### config.mk
export PLATFORM = sky130hd
export DESIGN_NAME = tli_div
export DESIGN_NICKNAME = d
export VERILOG_FILES = /design/src/rtl/core/tli_pkg.sv /design/src/rtl/core/tli_div.sv
export SDC_FILE = /design/constraint.sdc
export NUM_CORES = 1
export LEC_CHECK = 0
export BUFFER_PORTS_ARGS = -buffer_cell sky130_fd_sc_hd__buf_2
export CAP_MARGIN = 20
export CORE_UTILIZATION = 50
export DETAILED_ROUTE_END_ITERATION = 7
export MAX_ROUTING_LAYER = met4
export PLACE_DENSITY_LB_ADDON = 0.1
export SLEW_MARGIN = 25
export SYNTH_ARGS = -nofsm -noshare
export SYNTH_HDL_FRONTEND = slang
export SYNTH_SLANG_ARGS = --single-unit
### constraint.sdc
create_clock -name clk -period 3.71 [get_ports clk]
set_input_delay 0.371 -clock clk [delete_from_list [all_inputs] [get_ports clk]]
set_output_delay 0.371 -clock clk [all_outputs]
set_load 0.05 [all_outputs]
### src/rtl/core/tli_pkg.sv
// Shared types and constants for the table linear interpolator.
// Used by every module of the block and by its checker; no dependencies.
package tli_pkg;

	localparam int DATA_W      = 32;
	localparam int IDX_W       = 10;
	localparam int CNT_W       = 11;
	localparam int POS_W       = 26;
	localparam int FRAC_BITS   = 16;
	localparam int DEPTH_DEF   = 1024;
	localparam int IN_TDATA_W  = 112;
	localparam int OUT_TDATA_W = 64;

	// Request kinds carried on the input tuser bit.
	localparam logic FUNC_WRITE = 1'b0;
	localparam logic FUNC_QUERY = 1'b1;

	typedef enum logic [1:0] {
		RANGE_IN    = 2'd0,
		RANGE_BELOW = 2'd1,
		RANGE_ABOVE = 2'd2
	} range_t;

	typedef enum logic [4:0] {
		ST_IDLE, ST_X0, ST_XN, ST_CHK, ST_BREQ, ST_BCMP, ST_DEC,
		ST_RXLO, ST_RXHI, ST_DSET, ST_DIV, ST_RYLO, ST_RYHI,
		ST_MUL1, ST_MUL2, ST_SUM, ST_EMIT
	} state_t;

	// Table write request.
	typedef struct packed {
		logic                     en;
		logic [IDX_W-1:0]         idx;
		logic signed [DATA_W-1:0] x;
		logic signed [DATA_W-1:0] y;
	} tbl_wr_t;

endpackage

### src/rtl/core/tli_div.sv
// Restoring divider giving floor(num * 2^FRAC_BITS / den), one bit per cycle.
// Requires num < den. Depends on tli_pkg.
module tli_div (
	input  logic                           clk,
	input  logic                           arst_n,
	input  logic                           start,
	input  logic [tli_pkg::DATA_W:0]       num,
	input  logic [tli_pkg::DATA_W:0]       den,
	output logic                           done,
	output logic [tli_pkg::FRAC_BITS-1:0]  quot
);
	import tli_pkg::*;

	localparam int SW = $clog2(FRAC_BITS + 1);

	logic [DATA_W+1:0]   rem_q;
	logic [DATA_W:0]     den_q;
	logic [SW-1:0]       steps_q;
	logic [DATA_W+1:0]   shifted;
	logic                fits;

	assign shifted = {rem_q[DATA_W:0], 1'b0};
	assign fits    = shifted >= {1'b0, den_q};

	// Step counter: control state.
	always_ff @(posedge clk or negedge arst_n) begin
		if (!arst_n) begin
			steps_q <= '0;
			done    <= 1'b0;
		end else begin
			done <= (steps_q == SW'(1));
			if (start) steps_q <= SW'(FRAC_BITS);
			else if (steps_q != '0) steps_q <= steps_q - SW'(1);
		end
	end

	// One quotient bit per cycle.
	always_ff @(posedge clk) begin
		if (start) begin
			rem_q <= {1'b0, num};
			den_q <= den;
			quot  <= '0;
		end else if (steps_q != '0) begin
			rem_q <= fits ? shifted - {1'b0, den_q} : shifted;
			quot  <= {quot[FRAC_BITS-2:0], fits};
		end
	end

endmodule

==> run_results.csv <==
group,metric,value,unit
floorplanning,io_pins,86,
timing,period_share,85.4,%
final_layout,mostFrequentLayoutCells,"buf_2 (85), nand2_1 (72), a21oi_1 (67)",
clocking,cts.htree.levels,3,
detailed_routing,via_per_inst,5.78,
worst_setup_path,startpoint_type,"flip-flop",
worst_setup_path,worstRegToRegCells,10,
global_routing,grt_pass1_wl,22400,um
timing,fin_tns_setup,0,ps
floorplanning,row_count,38,
global_routing,grt_use_met2,40.2,%
placement,placedCellCount,813,
hold_path,hp-class,"primary input to flip-flop",
placement,placed_cell_area,6200,um^2
floorplanning,coreArea,11000,um^2
worst_setup_path,cp_max_fo,17,
power,vdd_drop_max,548,uV
worst_setup_path,required,3810,ps
timing,relSlewSlack,44.6,%
clocking,postCtsSetupRepairBufs,0,
power,power.total,5300,uW
detailed_routing,num_vias,4795,
floorplanning,dieArea,11800,um^2
final_layout,fillers,967,
outcome,status,"completed",
detailed_routing,wl,13600,um
synth,synth_ff_type,"edfxtp_1",
final_layout,final_cell_count_no_fill,830,
final_layout,syn_to_final_growth,14.2,%
clocking,cts-root-buf,"clkbuf_16",
synth,synth-seq-cells,88,
detailed_routing,drt_first_iter_violations,297,
timing,period_needed,3170,ps
synth,netlist_instances,612,
timing,rsz0062_at_grt,"false",
synth,synth_async_sr_flop_share,6.82,%
synth,synth_edf_count,66,
detailed_routing,drc,0,
hold_path,whs_path_depth,1,
timing,finalHoldViolations,0,
clocking,clk-insertion-delay-late,360,ps
worst_setup_path,critPathKind,"flip-flop to flip-flop",
detailed_routing,postRouteAntennaNets,0,
detailed_routing,wire_per_inst,16.3,um
synth,avgSynthCellArea,9.31,um^2
worst_setup_path,cp-end-kind,"flip-flop",
floorplanning,start_util,51.9,%
global_routing,grt_usage,25.6,%
timing,worst_pin_slew,831,ps
timing,fin_hold_ws,184,ps
synth,ys_seq_area_share,43.1,%
placement,dpl.hpwl,9830,um
power,power_density,815,nW/um^2
timing,setup_viol,0,
clocking,cts_buffers,9,
power,leakage,0.00279,uW
clocking,clk_pin_slew,70,ps
global_routing,grt_max_degree,45,
final_layout,layout_commonest_cell,"buf_2",
clocking,clock-sinks,88,
placement,gp_congestion,0.898,
placement,io_buffers,85,
clocking,cts_buffer_depth,2,
global_routing,overflow,0,
floorplanning,die_w,109,um
synth,synth_cell_type_count,63,
timing,max_freq,316,MHz
final_layout,stdcell_area,6500,um^2
run,drv_cap,0,
global_routing,global_route.usage.met3,6.75,%
synth,synth_nets,718,
clocking,cts_tree,"done",
synth,ys_warn_count,0,
detailed_routing,first_pass_iters,5,
timing,skew,8.68,ps
global_routing,grt_pass1_vias,4713,
final_layout,final_nets,791,
worst_setup_path,arrival,3270,ps
final_layout,num_antenna_cells,0,
global_routing,antenna_found_initial,0,
synth,synthesis.area,5700,um^2
global_routing,busiest_layer,"met2",
final_layout,drive_gt1_share,19.1,%
global_routing,grt.met1_usage,32.2,%
timing,slew_viol_final,0,
floorplanning,fp.dieH,109,um
-- stage by stage --
step | setup WS, ps | utilization, %
after detailed placement | 558 | 56.4
final | 543 | 59.2
after global placement | 655 | 56.4
after floorplan | 965 | -
after global routing | 323 | 59.2
after CTS | 546 | 59.2
-- cell type report --
| class | instances | area, um^2 | area share (%) |
|---|---|---|---|
| clock buffer | 11 | 264 | 4.06 |
| clock inverter | 5 | 33.8 | 0.519 |
| inverter | 49 | 184 | 2.83 |
| multi-input combinational | 445 | 2910 | 44.8 |
| sequential | 88 | 2450 | 37.7 |
| tap | 140 | 175 | 2.69 |
| timing repair buffer | 92 | 480 | 7.39 |
-- registers in the layout (all words and copies together), names as in the netlist --
name / flops
rem_q: 33
steps_q: 5
done: 1
den_q: 33
quot: 16
-- metal layers --
metal | part of all wire (%) | vias to the layer above
met5 | 0 | -
met4 | 1.5 | 0
met3 | 5.7 | 18
met2 | 46 | 132
met1 | 47 | 2254
li1 | - | 2391
-- cell usage after synthesis, drive strengths merged, types with 3 or more instances --
library cell / number / area [um^2]
nand2: 72 / 270
a21oi: 68 / 344
edfxtp: 66 / 1980
inv: 49 / 184
nor2: 38 / 143
ha: 36 / 450
o21ai: 28 / 144
nand3: 21 / 105
buf: 18 / 98.8
dfxtp: 16 / 320
nor3: 16 / 80.1
a21o: 14 / 105
mux2: 13 / 146
clkbuf: 12 / 46.3
xnor2: 12 / 105
or3: 11 / 68.8
a31oi: 10 / 62.6
o31ai: 9 / 72.6
a211oi: 8 / 60.1
and3: 8 / 55.1
nand4: 8 / 50.1
o21a: 8 / 60.1
a2bb2oi: 6 / 52.6
dfrtp: 6 / 150
a21boi: 5 / 37.5
and4: 5 / 43.8
o21bai: 5 / 37.5
and2: 4 / 25.0
nor2b: 4 / 25.0
nor4: 4 / 25.0
o2111a: 3 / 33.8
o2111ai: 3 / 43.8
-- final timing paths --
check,from,endpoint,slack [ps]
max reg2reg,rem_q[0],rem_q[11],540
max,rem_q[0],rem_q[11],540
min in group asynchronous,arst_n,steps_q[1],370
max in group asynchronous,arst_n,steps_q[3],3190
min,den[8],den_q[8],180
min reg2reg,quot[15],quot[15],460
-- critical path, stage by stage (launching register included) --
cell	delay (ps)
edfxtp_1	380
inv_1	80
fa_1	450
and2b_2	270
o2111ai_4	140
a311oi_4	420
o21ai_2	110
nand3_1	360
buf_4	330
a21oi_1	90
mux2_2	260
-- cell families after synthesis --
family                   count (synthesis)  share of synthesized area, %
AND/OR/NAND/NOR                        196                          16.5
XOR/XNOR                                13                          2.00
buffers and inverters                   79                          5.78
adder cells (fa/ha/maj)                 37                          8.26
multiplexers                            14                          2.75
AO/OA/AOI/OAI                          185                          21.7
flip-flops                              88                          43.1
-- power by group --
| part | total (uW) | switching, uW | internal (uW) |
|---|---|---|---|
| logic | 2820 | 1680 | 1140 |
| clock network | 924 | 408 | 516 |
| registers | 1560 | 160 | 1400 |
-- repair_timing --
action | CTS | global route
hold endpoints to repair | 6 | 0
resized for setup | 0 | 0
hold buffers | 1 | 0
Note: power is estimated with default switching activity, not from simulation.
